<file path="src/rtl/asoa_pkg.sv">
// ----------------------------------------------------------------------------
// asoa_pkg
// Shared types and constants of the oversampling averager: payload structs,
// status codes, register indexes, and controller/datapath command records.
// ----------------------------------------------------------------------------
package asoa_pkg;

    // Field widths
    localparam int CODE_BITS_DEF = 12;
    localparam int COUNT_W       = 16;
    localparam int VREF_W        = 13;
    localparam int CHANS_W       = 4;
    localparam int CHAN_W        = 3;
    localparam int FRAME_W       = 24;
    localparam int AVG_W         = 12;
    localparam int MV_W          = 13;
    localparam int CFG_DATA_W    = 13;
    localparam int CFG_IDX_W     = 1;

    // Register reset values
    localparam logic [VREF_W-1:0]  VREF_RESET  = 13'd3300;
    localparam logic [CHANS_W-1:0] CHANS_RESET = 4'd8;

    // Leading bits of the command frame: five zeros, then the start bit
    localparam logic [5:0] CMD_START_BITS = 6'b000001;

    // Register indexes
    localparam logic [CFG_IDX_W-1:0] CFG_VREF  = 1'b0;
    localparam logic [CFG_IDX_W-1:0] CFG_CHANS = 1'b1;

    // Request kinds
    localparam logic REQ_START = 1'b0;
    localparam logic REQ_FRAME = 1'b1;

    typedef enum logic [1:0] {
        ST_OK          = 2'd0,
        ST_BAD_CHANNEL = 2'd1,
        ST_ZERO_COUNT  = 2'd2
    } t_status;

    typedef struct packed {
        logic                req_type;
        logic [CHAN_W-1:0]   channel;
        logic                single_ended;
        logic [COUNT_W-1:0]  conv_count;
        logic [FRAME_W-1:0]  rx_frame;
    } t_in_item;

    typedef struct packed {
        logic                is_result;
        t_status             status;
        logic [FRAME_W-1:0]  command_frame;
        logic [AVG_W-1:0]    avg_code;
        logic [MV_W-1:0]     millivolts;
    } t_out_item;

    // Controller to datapath
    typedef struct packed {
        logic start;       // answer a start request, begin collecting if valid
        logic frame;       // add one code to the accumulator
        logic div_init;    // load divider from accumulator
        logic div_step;    // one restoring division step
        logic mul;         // scale the mean by the reference voltage
        logic out_result;  // load the averaged result into the output register
    } t_cmd;

    // Datapath to controller
    typedef struct packed {
        logic collecting;
        logic last_frame;
        logic out_free;
    } t_sts;

endpackage

</file>
<file path="src/rtl/asoa_ctrl.sv">
// ----------------------------------------------------------------------------
// asoa_ctrl
// Controller: input handshake, sequencing of the final division, scaling and
// result hand-off.
// ----------------------------------------------------------------------------
module asoa_ctrl
    import asoa_pkg::*;
#(
    parameter int CODE_BITS = CODE_BITS_DEF
) (
    input  logic i_clk,
    input  logic i_rst_n,
    input  logic i_in_valid,
    input  logic i_req_type,
    input  t_sts i_sts,
    output logic o_in_stall,
    output t_cmd o_cmd
);

    localparam int CNT_W = $clog2(CODE_BITS);

    typedef enum logic [4:0] {
        S_IDLE  = 5'b00001,
        S_DINIT = 5'b00010,
        S_DIV   = 5'b00100,
        S_MUL   = 5'b01000,
        S_OUT   = 5'b10000
    } t_state;

    t_state            r_state, n_state;
    logic [CNT_W-1:0]  r_cnt, n_cnt;
    logic              needs_out;
    logic              accept;

    // Stall while busy, or when the item would answer into a full output
    assign needs_out  = (i_req_type == REQ_START) ||
                        (i_sts.collecting && i_sts.last_frame);
    assign o_in_stall = (r_state != S_IDLE) || (needs_out && !i_sts.out_free);
    assign accept     = i_in_valid && !o_in_stall;

    // Next state and commands
    always_comb begin
        n_state = r_state;
        n_cnt   = r_cnt;
        o_cmd   = '0;
        unique case (r_state)
            S_IDLE: begin
                if (accept && i_req_type == REQ_START) begin
                    o_cmd.start = 1'b1;
                end else if (accept && i_sts.collecting) begin
                    o_cmd.frame = 1'b1;
                    if (i_sts.last_frame) begin
                        n_state = S_DINIT;
                    end
                end
            end
            S_DINIT: begin
                o_cmd.div_init = 1'b1;
                n_cnt          = CNT_W'(CODE_BITS - 1);
                n_state        = S_DIV;
            end
            S_DIV: begin
                o_cmd.div_step = 1'b1;
                if (r_cnt == '0) begin
                    n_state = S_MUL;
                end else begin
                    n_cnt = r_cnt - 1'b1;
                end
            end
            S_MUL: begin
                o_cmd.mul = 1'b1;
                n_state   = S_OUT;
            end
            S_OUT: begin
                if (i_sts.out_free) begin
                    o_cmd.out_result = 1'b1;
                    n_state          = S_IDLE;
                end
            end
            default: begin
                n_state = S_IDLE;
            end
        endcase
    end

    // State registers
    always_ff @(posedge i_clk) begin
        if (!i_rst_n) begin
            r_state <= S_IDLE;
            r_cnt   <= '0;
        end else begin
            r_state <= n_state;
            r_cnt   <= n_cnt;
        end
    end

endmodule

</file>
<file path="src/rtl/asoa_dp.sv">
// ----------------------------------------------------------------------------
// asoa_dp
// Datapath: configuration registers, accumulator and frame counters, a
// bit-serial restoring divider, the millivolt multiplier and the output
// register.
// ----------------------------------------------------------------------------
module asoa_dp
    import asoa_pkg::*;
#(
    parameter int CODE_BITS = CODE_BITS_DEF
) (
    input  logic                  i_clk,
    input  logic                  i_rst_n,
    input  logic                  i_cfg_we,
    input  logic [CFG_IDX_W-1:0]  i_cfg_index,
    input  logic [CFG_DATA_W-1:0] i_cfg_data,
    input  t_in_item              i_in_data,
    input  t_cmd                  i_cmd,
    output t_sts                  o_sts,
    input  logic                  i_out_stall,
    output logic                  o_out_valid,
    output t_out_item             o_out_data
);

    localparam int ACC_W  = CODE_BITS + COUNT_W;
    localparam int PROD_W = CODE_BITS + VREF_W;

    logic [VREF_W-1:0]    r_vref, n_vref;
    logic [CHANS_W-1:0]   r_chans, n_chans;
    logic [ACC_W-1:0]     r_acc, n_acc;
    logic [COUNT_W-1:0]   r_left, n_left;
    logic [COUNT_W-1:0]   r_total, n_total;
    logic                 r_collecting, n_collecting;
    logic [COUNT_W-1:0]   r_rem, n_rem;
    logic [CODE_BITS-1:0] r_quo, n_quo;
    logic [PROD_W-1:0]    r_prod, n_prod;
    logic                 r_out_valid, n_out_valid;
    t_out_item            r_out, n_out;

    logic                 ch_bad;
    logic                 cnt_zero;
    logic [COUNT_W:0]     trial;
    logic                 fits;
    logic [CODE_BITS-1:0] code;

    // Start request checks, channel before count
    assign ch_bad   = {1'b0, i_in_data.channel} >= r_chans;
    assign cnt_zero = (i_in_data.conv_count == '0);
    assign code     = i_in_data.rx_frame[CODE_BITS-1:0];

    // Restoring division step: shift in next dividend bit, trial subtract
    assign trial = {r_rem, r_quo[CODE_BITS-1]};
    assign fits  = (trial >= {1'b0, r_total});

    assign o_sts.collecting = r_collecting;
    assign o_sts.last_frame = (r_left == COUNT_W'(1));
    assign o_sts.out_free   = !r_out_valid || !i_out_stall;

    assign o_out_valid = r_out_valid;
    assign o_out_data  = r_out;

    always_comb begin
        n_vref       = r_vref;
        n_chans      = r_chans;
        n_acc        = r_acc;
        n_left       = r_left;
        n_total      = r_total;
        n_collecting = r_collecting;
        n_rem        = r_rem;
        n_quo        = r_quo;
        n_prod       = r_prod;
        n_out_valid  = r_out_valid && i_out_stall;
        n_out        = r_out;

        // Register writes
        if (i_cfg_we) begin
            unique case (i_cfg_index)
                CFG_VREF:  n_vref  = i_cfg_data[VREF_W-1:0];
                CFG_CHANS: n_chans = i_cfg_data[CHANS_W-1:0];
                default:   n_vref  = r_vref;
            endcase
        end

        // Answer a start request; only a valid one restarts collection
        if (i_cmd.start) begin
            n_out       = '0;
            n_out_valid = 1'b1;
            priority if (ch_bad) begin
                n_out.status = ST_BAD_CHANNEL;
            end else if (cnt_zero) begin
                n_out.status = ST_ZERO_COUNT;
            end else begin
                n_out.status        = ST_OK;
                n_out.command_frame = {CMD_START_BITS, i_in_data.single_ended,
                                       i_in_data.channel, 6'b000000, 8'h00};
                n_acc               = '0;
                n_left              = i_in_data.conv_count;
                n_total             = i_in_data.conv_count;
                n_collecting        = 1'b1;
            end
        end

        // Accumulate one code
        if (i_cmd.frame) begin
            n_acc  = r_acc + ACC_W'(code);
            n_left = r_left - 1'b1;
            if (r_left == COUNT_W'(1)) begin
                n_collecting = 1'b0;
            end
        end

        // Upper part of the sum is below the count, so the quotient
        // fits in CODE_BITS bits
        if (i_cmd.div_init) begin
            n_rem = r_acc[ACC_W-1:CODE_BITS];
            n_quo = r_acc[CODE_BITS-1:0];
        end

        if (i_cmd.div_step) begin
            n_rem = fits ? COUNT_W'(trial - {1'b0, r_total}) : trial[COUNT_W-1:0];
            n_quo = {r_quo[CODE_BITS-2:0], fits};
        end

        if (i_cmd.mul) begin
            n_prod = PROD_W'(r_quo) * PROD_W'(r_vref);
        end

        if (i_cmd.out_result) begin
            n_out            = '0;
            n_out.is_result  = 1'b1;
            n_out.status     = ST_OK;
            n_out.avg_code   = AVG_W'(r_quo);
            n_out.millivolts = r_prod[CODE_BITS +: MV_W];
            n_out_valid      = 1'b1;
        end
    end

    // Control state and configuration
    always_ff @(posedge i_clk) begin
        if (!i_rst_n) begin
            r_vref       <= VREF_RESET;
            r_chans      <= CHANS_RESET;
            r_acc        <= '0;
            r_left       <= '0;
            r_total      <= '0;
            r_collecting <= 1'b0;
            r_out_valid  <= 1'b0;
        end else begin
            r_vref       <= n_vref;
            r_chans      <= n_chans;
            r_acc        <= n_acc;
            r_left       <= n_left;
            r_total      <= n_total;
            r_collecting <= n_collecting;
            r_out_valid  <= n_out_valid;
        end
    end

    // Payload registers
    always_ff @(posedge i_clk) begin
        r_rem  <= n_rem;
        r_quo  <= n_quo;
        r_prod <= n_prod;
        r_out  <= n_out;
    end

endmodule

</file>
<file path="src/rtl/adc_spi_oversample_averager.sv">
// ----------------------------------------------------------------------------
// adc_spi_oversample_averager
// Oversampling averager for a SPI converter: answers start requests with the
// command frame, sums received codes and reports mean code and millivolts.
// ----------------------------------------------------------------------------
//  channel | direction | handshake               | payload
//  in      | input     | i_in_valid / o_in_stall  | i_in_data   (t_in_item)
//  out     | output    | o_out_valid / i_out_stall| o_out_data  (t_out_item)
//  cfg     | input     | i_cfg_we                 | i_cfg_index, i_cfg_data
//
//  Start requests and non-final frames leave the controller idle, ready for
//  the next item. The final frame runs through accept, divider load, one
//  restoring division step per mean bit, multiply and output load; the
//  bit-serial divider makes this the longest sequence.
//  Reset clears the controller, counters, accumulator and output valid, and
//  restores vref_mv 3300 and channels_available 8.
//  The input stalls only from divider load to output load of a final frame,
//  or when an item that answers finds the output register full and stalled.
// ----------------------------------------------------------------------------
module adc_spi_oversample_averager
    import asoa_pkg::*;
#(
    parameter int CODE_BITS = CODE_BITS_DEF
) (
    input  logic                  i_clk,
    input  logic                  i_rst_n,
    input  logic                  i_cfg_we,
    input  logic [CFG_IDX_W-1:0]  i_cfg_index,
    input  logic [CFG_DATA_W-1:0] i_cfg_data,
    input  logic                  i_in_valid,
    output logic                  o_in_stall,
    input  t_in_item              i_in_data,
    output logic                  o_out_valid,
    input  logic                  i_out_stall,
    output t_out_item             o_out_data
);

    t_cmd cmd;
    t_sts sts;

    // Sequencer
    asoa_ctrl #(
        .CODE_BITS (CODE_BITS)
    ) u_ctrl (
        .i_clk      (i_clk),
        .i_rst_n    (i_rst_n),
        .i_in_valid (i_in_valid),
        .i_req_type (i_in_data.req_type),
        .i_sts      (sts),
        .o_in_stall (o_in_stall),
        .o_cmd      (cmd)
    );

    // Arithmetic and storage
    asoa_dp #(
        .CODE_BITS (CODE_BITS)
    ) u_dp (
        .i_clk       (i_clk),
        .i_rst_n     (i_rst_n),
        .i_cfg_we    (i_cfg_we),
        .i_cfg_index (i_cfg_index),
        .i_cfg_data  (i_cfg_data),
        .i_in_data   (i_in_data),
        .i_cmd       (cmd),
        .o_sts       (sts),
        .i_out_stall (i_out_stall),
        .o_out_valid (o_out_valid),
        .o_out_data  (o_out_data)
    );

endmodule

</file>
<file path="config.mk">
export PLATFORM = sky130hd
export DESIGN_NAME = adc_spi_oversample_averager
export DESIGN_NICKNAME = d
export VERILOG_FILES = /design/src/rtl/asoa_pkg.sv /design/src/rtl/asoa_ctrl.sv /design/src/rtl/asoa_dp.sv /design/src/rtl/adc_spi_oversample_averager.sv
export SDC_FILE = /design/constraint.sdc
export NUM_CORES = 1
export LEC_CHECK = 0
export BUFFER_PORTS_ARGS = -buffer_cell sky130_fd_sc_hd__buf_2
export CORE_UTILIZATION = 35
export CTS_BUF_LIST = sky130_fd_sc_hd__clkbuf_4
export CTS_CLUSTER_DIAMETER = 120
export CTS_CLUSTER_SIZE = 24
export DETAILED_ROUTE_END_ITERATION = 6
export PLACE_DENSITY = 0.61
export SLEW_MARGIN = 30
export SYNTH_ARGS = -nofsm -noshare
export SYNTH_HDL_FRONTEND = slang
export SYNTH_SLANG_ARGS = --single-unit
export TNS_END_PERCENT = 50
</file>
<file path="constraint.sdc">
create_clock -name i_clk -period 6.15 [get_ports i_clk]
set_input_delay 1.23 -clock i_clk [delete_from_list [all_inputs] [get_ports i_clk]]
set_output_delay 1.23 -clock i_clk [all_outputs]
set_load 0.005 [all_outputs]
</file>
==> impl_metrics.csv, run 1 <==
group,metric,value,unit
critical_path,critPathLaunch,"u_dp.r_quo[10]$_DFFE_PP_",
floorplanning,num_rows,69,
floorplanning,core,35700,µm²
clock_network,cts_hold_fix_bufs,0,
critical_path,critical_path_arrival,6180,ps
detailed_routing,route.detailed.wl_per_inst,15.3,µm
min_path,holdPathStages,2,
timing,timing.final.hold_violations,0,
yosys,synth_area_per_cell,8.92,µm²
layout,multi_input_comb_area,7820,µm²
detailed_routing,routed-via-count,9797,
timing,maximum_achievable_frequency,172,MHz
power_and_ir_drop,combinationalPowerShare,19.7,%
clock_network,cts-buffers-inserted,17,
detailed_routing,first_iter_violations,479,
clock_network,cts_root_buffer,"clkbuf_4",
yosys,postSynth.topFlopCell,"dfxtp_1",
critical_path,length_in_cells_of_the_worst_reg_to_reg_path,18,
layout,finalCoreUtilization,39.5,%
yosys,synth-warning-count,0,
power_and_ir_drop,peakVddDrop,135,µV
critical_path,critical-path-top-cell-by-count,"fa_1",
clock_network,ctsHtreeMaxLevel,4,
floorplanning,initial_utilization,35.6,%
power_and_ir_drop,p_sw,769,µW
clock_network,clock_tree_from_tritoncts,"yes",
layout,synthToLayoutAreaGrowth,11.0,%
timing,final_period_minus_worst_setup_slack,5800,ps
power_and_ir_drop,power_frac_seq,51.2,%
critical_path,end_kind,"flop",
detailed_routing,ant_nets,0,
power_and_ir_drop,clock_power_share,29.0,%
clock_network,worst_setup_hold_path_clk_slew,140,ps
power_and_ir_drop,switching_share,33.3,%
timing,layout_worst_path_cycle_share,94.3,%
global_routing,grt_antenna_before_repair,1,
critical_path,timing.critical_path.slowest_cell_delay,550,ps
critical_path,path_max_fanout,7,
power_and_ir_drop,post-layout-total-power,2.31,mW
yosys,syn_area,12700,µm²
detailed_routing,highest-signal-layer,"met4",
critical_path,cp-endpoint,"u_dp.r_prod[24]$_DFFE_PP_",
clock_network,number_of_sinks_handled_by_clock_tree_synthesis,162,
critical_path,crit_path_top_delay_cell,"fa_1",
detailed_routing,dr_wl_met2,14300,µm
floorplanning,io-pin-count,118,
layout,register_area,3910,µm²
timing,fin_tns_setup,0,ps
power_and_ir_drop,total_leakage_power,6.34,nW
power_and_ir_drop,power_per_cell_area,164,nW/µm²
critical_path,worst-r2r-setup-slack,350,ps
detailed_routing,dr_wl_met3,1150,µm
yosys,post_synth_edffs,66,
global_routing,first_global_vias,9613,
global_routing,grt.total_usage,17.2,%
placement,port_buffers,86,
critical_path,critPathLaunchType,"flop",
status,violations,"DRC",
floorplanning,die_x,192,µm
status,result_of_the_run,"finished, violations left",
detailed_routing,route.detailed.vias_per_inst,4.92,
placement,place.detailed.hpwl,23500,µm
layout,final_net_count,1787,
clock_network,clock_insertion_delay_worst_skew,630,ps
yosys,synth_largest_area_cell,"fa_1",
yosys,synth_top_cells_by_area,"fa_1 18%, edfxtp_1 16%, dfxtp_1 15%",
yosys,synth-async-reset-ratio,0,%
power_and_ir_drop,power.internal,1.54,mW
timing,final.hold.worst_slack,462,ps
critical_path,launch_instance_of_the_worst_register_to_register_path,"u_dp.r_quo[10]$_DFFE_PP_",
min_path,hold_path_class,"reg2reg",
layout,fill_cell_count,3619,
floorplanning,dieHeight,192,µm
timing,maxSlewHeadroom,43.5,%
global_routing,grt_first_pass_wirelength,49200,µm
timing,final-max-slew-violation-count,0,
clock_network,clk_path_buf_depth,2,
detailed_routing,drt_pre_antenna_iters,7,
timing,max_slew.worst_pin.slew,846,ps
detailed_routing,post-route-drc-count,10,
floorplanning,full_die_area,37000,µm²
timing,setup-violations-final,0,
detailed_routing,route.layer.met1.wl,14700,µm
layout,stdcell_count,1993,
layout,drive_above_1_share,12.7,%
yosys,yosysUniqueCellTypes,68,
placement,gpl.final_weighted_congestion,0.868,
flow_run,max-cap-violations,0,
timing,unrepaired_setup_endpoints_after_global_routing,"false",
global_routing,grt_max_degree,69,
critical_path,cp.required,6530,ps
placement,post-place-cells,1951,
global_routing,grt_overflow,0,
timing,skew,29.2,ps
yosys,synthDominantCellAreaShare,17.5,%
critical_path,critical_path.cell_chain,"and2_1, fa_1, fa_1, fa_1, fa_1, inv_1, fa_1, inv_1, ha_1, a21o_1, a221oi_2, o21ai_0, a41o_1, o221ai_1, o2111a_1, o21bai_1, a21oi_1, xnor2_1",
yosys,postSynthRegisterBits,162,
detailed_routing,wirelength,30400,µm
critical_path,critical_path.reg2reg.endpoint,"u_dp.r_prod[24]$_DFFE_PP_",
yosys,yosysSeqAreaShare,30.8,%
critical_path,critPathKind,"reg2reg",
yosys,synthesis.instances,1423,
[cell usage after synthesis, drive strengths merged (8+ instances only)]
cell    instances
nor4           10
nand3          37
buf            28
a21o           13
a21oi          79
xor2            9
and2           85
inv           179
o21ai          36
o21a            9
edfxtp         66
nor3           14
clkbuf         52
nor2           61
nor2b           9
or3            16
fa            111
dfxtp          96
xnor2          27
ha             94
nand4          11
nand2         266
mux2i          12
a31oi          12
o31ai           8
[cells in the final DEF (no fill, tap or decap), types with 18 or more instances in the layout]
master,synthesis,routed
nand2_1,266,266
inv_1,178,178
fa_1,111,111
ha_1,94,94
dfxtp_1,96,94
buf_2,6,86
and2_1,85,85
a21oi_1,79,79
edfxtp_1,66,66
nor2_1,61,60
buf_4,19,51
nand3_1,37,37
o21ai_0,31,31
xnor2_1,27,27
conb_1,1,19
clkbuf_4,0,18
[layout make-up]
cell class	instances	area share (%)
clock buffer	18	0.959
tap	461	4.09
inverter	179	4.77
timing repair buffer	138	5.81
antenna	1	0.0178
clock inverter	14	1.15
multi-input combinational	1020	55.5
sequential	162	27.7
[routing by layer]
layer | GRT usage (%) | up-vias
met5 | 0 | -
met3 | 2.82 | 16
met1 | 23.8 | 4787
met2 | 27.8 | 174
met4 | 4.06 | 0
li1 | - | 4820
[worst min-delay path by stage]
stage / endpoint / from / slack, ps
after global placement: u_dp.o_out_data[51]$_SDFFE_PP1P_ / u_dp.o_out_data[51]$_SDFFE_PP1P_ / 440
final: u_dp.o_out_data[43]$_SDFFE_PP0P_ / u_dp.o_out_data[43]$_SDFFE_PP0P_ / 460
after global routing: u_dp.r_total[14]$_SDFFE_PN0P_ / u_dp.r_total[14]$_SDFFE_PN0P_ / 480
after floorplan: u_dp.r_chans[1]$_SDFFE_PN0P_ / u_dp.r_chans[1]$_SDFFE_PN0P_ / 440
after CTS: u_dp.o_out_data[43]$_SDFFE_PP0P_ / u_dp.o_out_data[43]$_SDFFE_PP0P_ / 470
after detailed placement: u_dp.o_out_data[51]$_SDFFE_PP1P_ / u_dp.o_out_data[51]$_SDFFE_PP1P_ / 440
[what timing repair did]
action / CTS / global route
buffers inserted: 0 / 9
gates resized for setup: 0 / 3
setup endpoints to repair: 0 / 3
[sequential cells by signal, indices dropped and copies added (netlist names), 4 cells and up]
name             flops
u_ctrl.r_cnt         4
u_ctrl.r_state       5
u_dp.o_out_data     33
u_dp.r_acc          28
u_dp.r_chans         4
u_dp.r_left         16
u_dp.r_prod         13
u_dp.r_quo          12
u_dp.r_rem          16
u_dp.r_total        16
u_dp.r_vref         13
[critical path: cells and delay by family (launching register included)]
kind	cells	cell delay [ps]
xor gates and xnor gates	1	90
and+or+nand+nor	1	220
buffers and inverters	2	100
AOI/OAI and AO/OA	8	1690
adders and majority gates	6	2950
DFF	1	520
[power groups by stage]
stage               logic (mW)  clock network [mW]  registers [mW]
global placement         0.448                   0            1.20
detailed placement       0.456                   0            1.20
finish                   0.455               0.670            1.18
CTS                      0.459               0.701            1.18
floorplan                0.331                   0            1.19
global route             0.526               0.741            1.19
[through the flow]
| stage | worst slack (ps) | instance area [µm²] |
|---|---|---|
| floorplan | 441 | 12800 |
| global route | 28.3 | 14100 |
| finish | 349 | 14100 |
| global placement | 313 | 13700 |
| detailed placement | 215 | 13700 |
| CTS | 183 | 14000 |
[logic make-up (layout without fill, tap and decap cells)]
logic type	Yosys count	after routing	synth area share, %
and+or+nand+nor	538	538	20.1
buffers and inverters	259	349	8.28
adders and majority gates	205	205	26.8
AOI/OAI and AO/OA	204	204	10.1
DFF	162	162	30.8
xor gates and xnor gates	36	36	2.48
muxes	18	18	1.48
other	1	20	0.0295
Note: power is estimated with default switching activity, not from simulation.
==> run 2: changes to the inputs <==
--- a/config.mk
+++ b/config.mk
@@ -6,6 +6,7 @@
 export NUM_CORES = 1
 export LEC_CHECK = 0
 export BUFFER_PORTS_ARGS = -buffer_cell sky130_fd_sc_hd__buf_2
+export CORE_ASPECT_RATIO = 1.25
 export CORE_UTILIZATION = 35
 export CTS_BUF_LIST = sky130_fd_sc_hd__clkbuf_4
 export CTS_CLUSTER_DIAMETER = 120
==> run 2 against run 1 <==
Compared with the run above: the flow now finishes without violations; clock skew grew 4.5 ps; final cell count rose by 0.20%; non-clock buffer count down 9; power up 0.60%; sequential power is essentially flat; worst setup slack better by 7.0 ps; global-route usage about the same; flip-flop and latch count did not move; via count increased by 0.18%; sequential share of layout area up 0.053 points; clock-buffer cell count decreased by 1; critical endpoint unchanged.
==> impl_metrics.csv, run 2 (synthesis gave the netlist of run 1 again) <==
group,metric,value,unit
detailed_routing,route.detailed.vias_per_inst,4.91,
clock_network,clk_path_buf_depth,2,
clock_network,worst_setup_hold_path_clk_slew,160,ps
timing,setup_slack,356,ps
timing,final.hold.worst_slack,455,ps
critical_path,path_max_fanout,7,
clock_network,clock_insertion_delay_worst_skew,630,ps
global_routing,first_global_vias,9855,
floorplanning,dieHeight,215,µm
timing,fin_tns_setup,0,ps
power_and_ir_drop,power_per_cell_area,165,nW/µm²
power_and_ir_drop,switching_share,33.8,%
layout,synthToLayoutAreaGrowth,10.8,%
global_routing,grt.total_usage,17.1,%
detailed_routing,post-route-drc-count,0,
min_path,hold_path_class,"reg2reg",
timing,final-max-slew-violation-count,0,
clock_network,number_of_sinks_handled_by_clock_tree_synthesis,162,
critical_path,critical_path_arrival,6190,ps
critical_path,end_kind,"flop",
placement,pre_cts_ws,186,ps
critical_path,critPathLaunchType,"flop",
critical_path,critPathLaunch,"u_dp.r_quo[10]$_DFFE_PP_",
power_and_ir_drop,clock_power_share,29.5,%
critical_path,cp.required,6540,ps
critical_path,timing.critical_path.slowest_cell_delay,570,ps
layout,final_cell_mix,"266 x nand2_1, 177 x inv_1, 111 x fa_1",
detailed_routing,drt_pre_antenna_iters,6,
power_and_ir_drop,p_sw,783,µW
critical_path,crit_path_top_delay_cell,"fa_1",
timing,skew,33.7,ps
floorplanning,die_x,172,µm
critical_path,critical_path.cell_chain,"and2_1, fa_1, fa_1, fa_1, fa_1, inv_1, fa_1, inv_1, ha_1, and3_1, a221oi_2, o21ai_0, a41o_1, o221ai_2, o2111a_1, o21bai_1, a21oi_1, xnor2_1",
detailed_routing,wirelength,30400,µm
floorplanning,full_die_area,37000,µm²
timing,maxSlewHeadroom,39.3,%
detailed_routing,route.detailed.wl_per_inst,15.2,µm
power_and_ir_drop,total_leakage_power,6.29,nW
min_path,hold_path.startpoint,"u_dp.o_out_data[43]$_SDFFE_PP0P_",
timing,layout_worst_path_cycle_share,94.2,%
floorplanning,core,35600,µm²
critical_path,launch_instance_of_the_worst_register_to_register_path,"u_dp.r_quo[10]$_DFFE_PP_",
status,result_of_the_run,"completed",
clock_network,cts_hold_fix_bufs,0,
layout,register_area,3910,µm²
placement,place.detailed.hpwl,23700,µm
critical_path,critPathKind,"reg2reg",
detailed_routing,first_iter_violations,521,
timing,setup-violations-final,0,
global_routing,grt_max_degree,73,
floorplanning,io-pin-count,118,
power_and_ir_drop,power.internal,1.54,mW
global_routing,grt_overflow,0,
critical_path,worst-r2r-setup-slack,360,ps
power_and_ir_drop,combinationalPowerShare,19.6,%
power_and_ir_drop,power_frac_seq,50.9,%
layout,fill_cell_count,3616,
clock_network,ctsHtreeMaxLevel,4,
timing,timing.final.hold_violations,0,
layout,final_net_count,1778,
detailed_routing,ant_nets,0,
timing,maximum_achievable_frequency,173,MHz
timing,unrepaired_setup_endpoints_after_global_routing,"false",
clock_network,clock_tree_from_tritoncts,"yes",
placement,gpl.final_weighted_congestion,0.856,
power_and_ir_drop,peakVddDrop,95.3,µV
layout,largest_register_ff_count,33,
global_routing,grt_first_pass_wirelength,49500,µm
critical_path,critical-path-top-cell-by-count,"fa_1",
global_routing,grt_antenna_before_repair,1,
timing,max_slew.worst_pin.slew,902,ps
floorplanning,num_rows,77,
clock_network,cts-buffers-inserted,17,
floorplanning,initial_utilization,35.7,%
flow_run,max-cap-violations,0,
layout,drive_above_1_share,12.3,%
detailed_routing,routed-via-count,9815,
layout,final_common_cell,"nand2_1",
placement,port_buffers,86,
timing,final_period_minus_worst_setup_slack,5790,ps
clock_network,cts_root_buffer,"clkbuf_4",
layout,multi_input_comb_area,7830,µm²
==> run 2: power groups by stage <==
stage	clock (mW)	combinational, mW	sequential (mW)
floorplan	0	0.331	1.19
global placement	0	0.446	1.20
detailed placement	0	0.455	1.20
CTS	0.710	0.459	1.18
global route	0.751	0.521	1.19
finish	0.684	0.455	1.18
==> run 2: cell type report <==
class | count | area share (%)
antenna | 1 | 0.0178
clock buffer | 17 | 0.908
clock inverter | 15 | 1.30
inverter | 179 | 4.78
multi-input combinational | 1020 | 55.7
sequential | 162 | 27.8
tap | 474 | 4.22
timing repair buffer | 129 | 5.36
==> run 2: per-stage QoR <==
| step | total power [mW] | instance area (µm²) | cells | utilization (%) |
|---|---|---|---|---|
| CTS | 2.35 | 14000 | 1991 | 39.4 |
| finish | 2.32 | 14100 | 1997 | 39.6 |
| detailed placement | 1.66 | 13700 | 1959 | 38.5 |
| global route | 2.46 | 14100 | 1997 | 39.6 |
| global placement | 1.65 | 13700 | 1959 | 38.5 |
| floorplan | 1.53 | 12800 | 1441 | - |
==> run 2: what timing repair did <==
item	4_1_cts	5_1_grt
setup endpoints to repair	0	3
resized for setup	0	3
setup buffers	0	5
==> run 2: worst max-delay path: cells and delay by family, from the launching register on <==
family | cells | cell delay, ps
AO/OA/AOI/OAI | 7 | 1430
buffers and inverters | 2 | 100
XOR/XNOR | 1 | 90
flip-flops | 1 | 530
adder cells (fa/ha/maj) | 6 | 3020
AND/OR/NAND/NOR | 2 | 430
==> run 2: final timing paths <==
kind / cells past startpoint / to
setup / recovery: 18 / u_dp.r_prod[24]$_DFFE_PP_
hold / removal: 2 / u_dp.o_out_data[43]$_SDFFE_PP0P_
setup reg to reg: 18 / u_dp.r_prod[24]$_DFFE_PP_
hold reg to reg: 2 / u_dp.o_out_data[43]$_SDFFE_PP0P_
==> run 2: layer usage <==
layer	track usage, %	routed length, µm
met5	0	0
met4	5.72	705
met3	3.17	1230
met2	29.1	15200
met1	21.6	13300
==> run 3: changes to the inputs <==
--- a/config.mk
+++ b/config.mk
@@ -7,12 +7,13 @@
 export LEC_CHECK = 0
 export BUFFER_PORTS_ARGS = -buffer_cell sky130_fd_sc_hd__buf_2
 export CORE_ASPECT_RATIO = 1.25
+export CORE_MARGIN = 1.5
 export CORE_UTILIZATION = 35
 export CTS_BUF_LIST = sky130_fd_sc_hd__clkbuf_4
 export CTS_CLUSTER_DIAMETER = 120
 export CTS_CLUSTER_SIZE = 24
 export DETAILED_ROUTE_END_ITERATION = 6
-export PLACE_DENSITY = 0.61
+export PLACE_DENSITY_LB_ADDON = 0.15
 export SLEW_MARGIN = 30
 export SYNTH_ARGS = -nofsm -noshare
 export SYNTH_HDL_FRONTEND = slang
==> constraint.sdc (replaced) <==
create_clock -name i_clk -period 5.8 [get_ports i_clk]
set_input_delay 1.16 -clock i_clk [delete_from_list [all_inputs] [get_ports i_clk]]
set_output_delay 1.16 -clock i_clk [all_outputs]
set_load 0.005 [all_outputs]
==> run 3 against run 2 <==
Compared with the run above: non-clock buffer count grew 31; power grew 7.9%; worst hold slack gained 4.1 ps; global-route usage grew 0.43 points; largest cell class unchanged; largest power group unchanged.
==> impl_metrics.csv, run 3 (synthesis gave the netlist of run 1 again) <==
group,metric,value,unit
layout,finalCoreUtilization,40.5,%
placement,port_buffers,86,
global_routing,first_global_vias,10000,
floorplanning,io-pin-count,118,
global_routing,grt_overflow,0,
layout,synthToLayoutAreaGrowth,13.5,%
timing,skew,34.1,ps
clock_network,clk_path_buf_depth,2,
power_and_ir_drop,peakVddDrop,212,µV
layout,multi_input_comb_area,7930,µm²
detailed_routing,ant_nets,0,
status,result_of_the_run,"completed",
critical_path,cp.required,6180,ps
floorplanning,dieHeight,216,µm
placement,gpl.final_weighted_congestion,0.827,
critical_path,critical_path_arrival,5940,ps
critical_path,critPathLaunchType,"flop",
layout,register_area,3910,µm²
layout,largest_register_ff_count,33,
critical_path,critPathKind,"reg2reg",
timing,setup-violations-final,0,
detailed_routing,drt_pre_antenna_iters,5,
layout,final_cell_mix,"262 x nand2_1, 177 x inv_1, 107 x fa_1",
layout,design_area,14400,µm²
layout,fill_cell_count,3645,
min_path,hold_path_class,"reg2reg",
layout,final_common_cell,"nand2_1",
timing,final.hold.worst_slack,459,ps
timing,final-max-slew-violation-count,0,
global_routing,grt_antenna_before_repair,1,
timing,final_period_minus_worst_setup_slack,5570,ps
flow_run,max-cap-violations,0,
floorplanning,num_rows,77,
clock_network,clock_insertion_delay_worst_skew,610,ps
layout,drive_above_1_share,15.5,%
global_routing,grt_max_degree,43,
floorplanning,initial_utilization,35.7,%
timing,layout_worst_path_cycle_share,96.0,%
detailed_routing,route.detailed.vias_per_inst,4.83,
clock_network,cts_hold_fix_bufs,0,
floorplanning,core,35600,µm²
detailed_routing,route.detailed.wl_per_inst,15.8,µm
floorplanning,full_die_area,37400,µm²
detailed_routing,first_iter_violations,330,
clock_network,number_of_sinks_handled_by_clock_tree_synthesis,162,
detailed_routing,post-route-drc-count,0,
detailed_routing,routed-via-count,9790,
clock_network,cts_root_buffer,"clkbuf_4",
floorplanning,die_x,173,µm
clock_network,worst_setup_hold_path_clk_slew,140,ps
global_routing,grt.total_usage,17.5,%
timing,timing.final.hold_violations,0,
clock_network,ctsHtreeMaxLevel,4,
placement,place.detailed.hpwl,25500,µm
power_and_ir_drop,total_leakage_power,6.47,nW
power_and_ir_drop,power_per_cell_area,174,nW/µm²
detailed_routing,wirelength,32000,µm
timing,maximum_achievable_frequency,180,MHz
global_routing,grt_first_pass_wirelength,51900,µm
critical_path,path_max_fanout,4,
placement,dpl_cell_area,13900,µm²
clock_network,clock_tree_from_tritoncts,"yes",
layout,final_net_count,1809,
clock_network,cts-buffers-inserted,17,
critical_path,end_kind,"flop",
timing,max_slew.worst_pin.slew,887,ps
timing,maxSlewHeadroom,39.3,%
## run 3: changes by cell type in the layout (fill, tap and decap cells not counted), moves of 4 or more
cell,change
clkinv_8,-5
nand2_2,+4
clkinv_1,+4
nand2_1,-4
buf_6,+6
fa_1,-4
and2_4,+9
and2_1,-9
fa_2,+4
ha_1,-4
ha_4,+4
buf_4,+25
## run 3: final cells by class
class / instances / area share (%)
diodes: 1 / 0.0174
clock inverters: 14 / 1.12
multi-input cells: 1020 / 55.0
well taps: 474 / 4.12
clock buffers: 18 / 0.938
repair buffers: 160 / 7.00
flip-flops and latches: 162 / 27.1
inverters: 179 / 4.66
## run 3: report_power, final
| group | switching [mW] | internal [mW] | total (mW) | leakage (nW) |
|---|---|---|---|---|
| sequential | 0.0298 | 1.22 | 1.25 | 1.42 |
| combinational | 0.292 | 0.231 | 0.523 | 4.89 |
| clock | 0.426 | 0.302 | 0.728 | 0.157 |
## run 3: stage by stage
stage | cells | power [mW] | TNS (ps) | worst slack [ps]
floorplan | 1441 | 1.62 | 0 | 90.7
global placement | 1981 | 1.78 | -84.4 | -84.4
detailed placement | 1982 | 1.78 | -156 | -129
CTS | 2018 | 2.52 | 0 | 51.2
global route | 2028 | 2.65 | -4.51 | -4.51
finish | 2028 | 2.50 | 0 | 234
## run 3: final timing paths
| kind | from | end | slack, ps | cells after the start |
|---|---|---|---|---|
| worst max register to register | u_dp.r_quo[6]$_DFFE_PP_ | u_dp.r_prod[24]$_DFFE_PP_ | 230 | 19 |
| worst max-delay path | u_dp.r_quo[6]$_DFFE_PP_ | u_dp.r_prod[24]$_DFFE_PP_ | 230 | 19 |
| worst min register to register | u_dp.o_out_data[43]$_SDFFE_PP0P_ | u_dp.o_out_data[43]$_SDFFE_PP0P_ | 460 | 2 |
| worst min-delay path | u_dp.o_out_data[43]$_SDFFE_PP0P_ | u_dp.o_out_data[43]$_SDFFE_PP0P_ | 460 | 2 |
## run 3: routing by layer
metal  vias to the layer above  share of wire [%]  wire length [µm]  track usage [%]
li1                       4871                  -                 -                -
met1                      4737                 44             14000             21.1
met2                       152                 52             16600             32.4
met3                        30                3.0               967             2.84
met4                         0                1.4               436             4.46
met5                         -                  0                 0                0
## run 3: critical path: stages (launching register included)
cell and delay (ps):
edfxtp_1 460, buf_4 160, and2_1 160, fa_1 520
fa_1 590, fa_1 450, fa_1 500, inv_1 50
fa_1 530, inv_1 60, ha_4 250, and3_4 170
a221oi_2 310, o21ai_1 110, a41o_1 250, o221ai_2 180
o2111a_1 240, o21bai_1 110, a21oi_1 170, xnor2_1 80
## run 3: what timing repair did
action	4_1_cts	5_1_grt
pin swaps	0	35
setup buffers	4	9
gates resized for setup	2	31
setup endpoints to repair	2	3
endpoints found under the hold margin	0	0
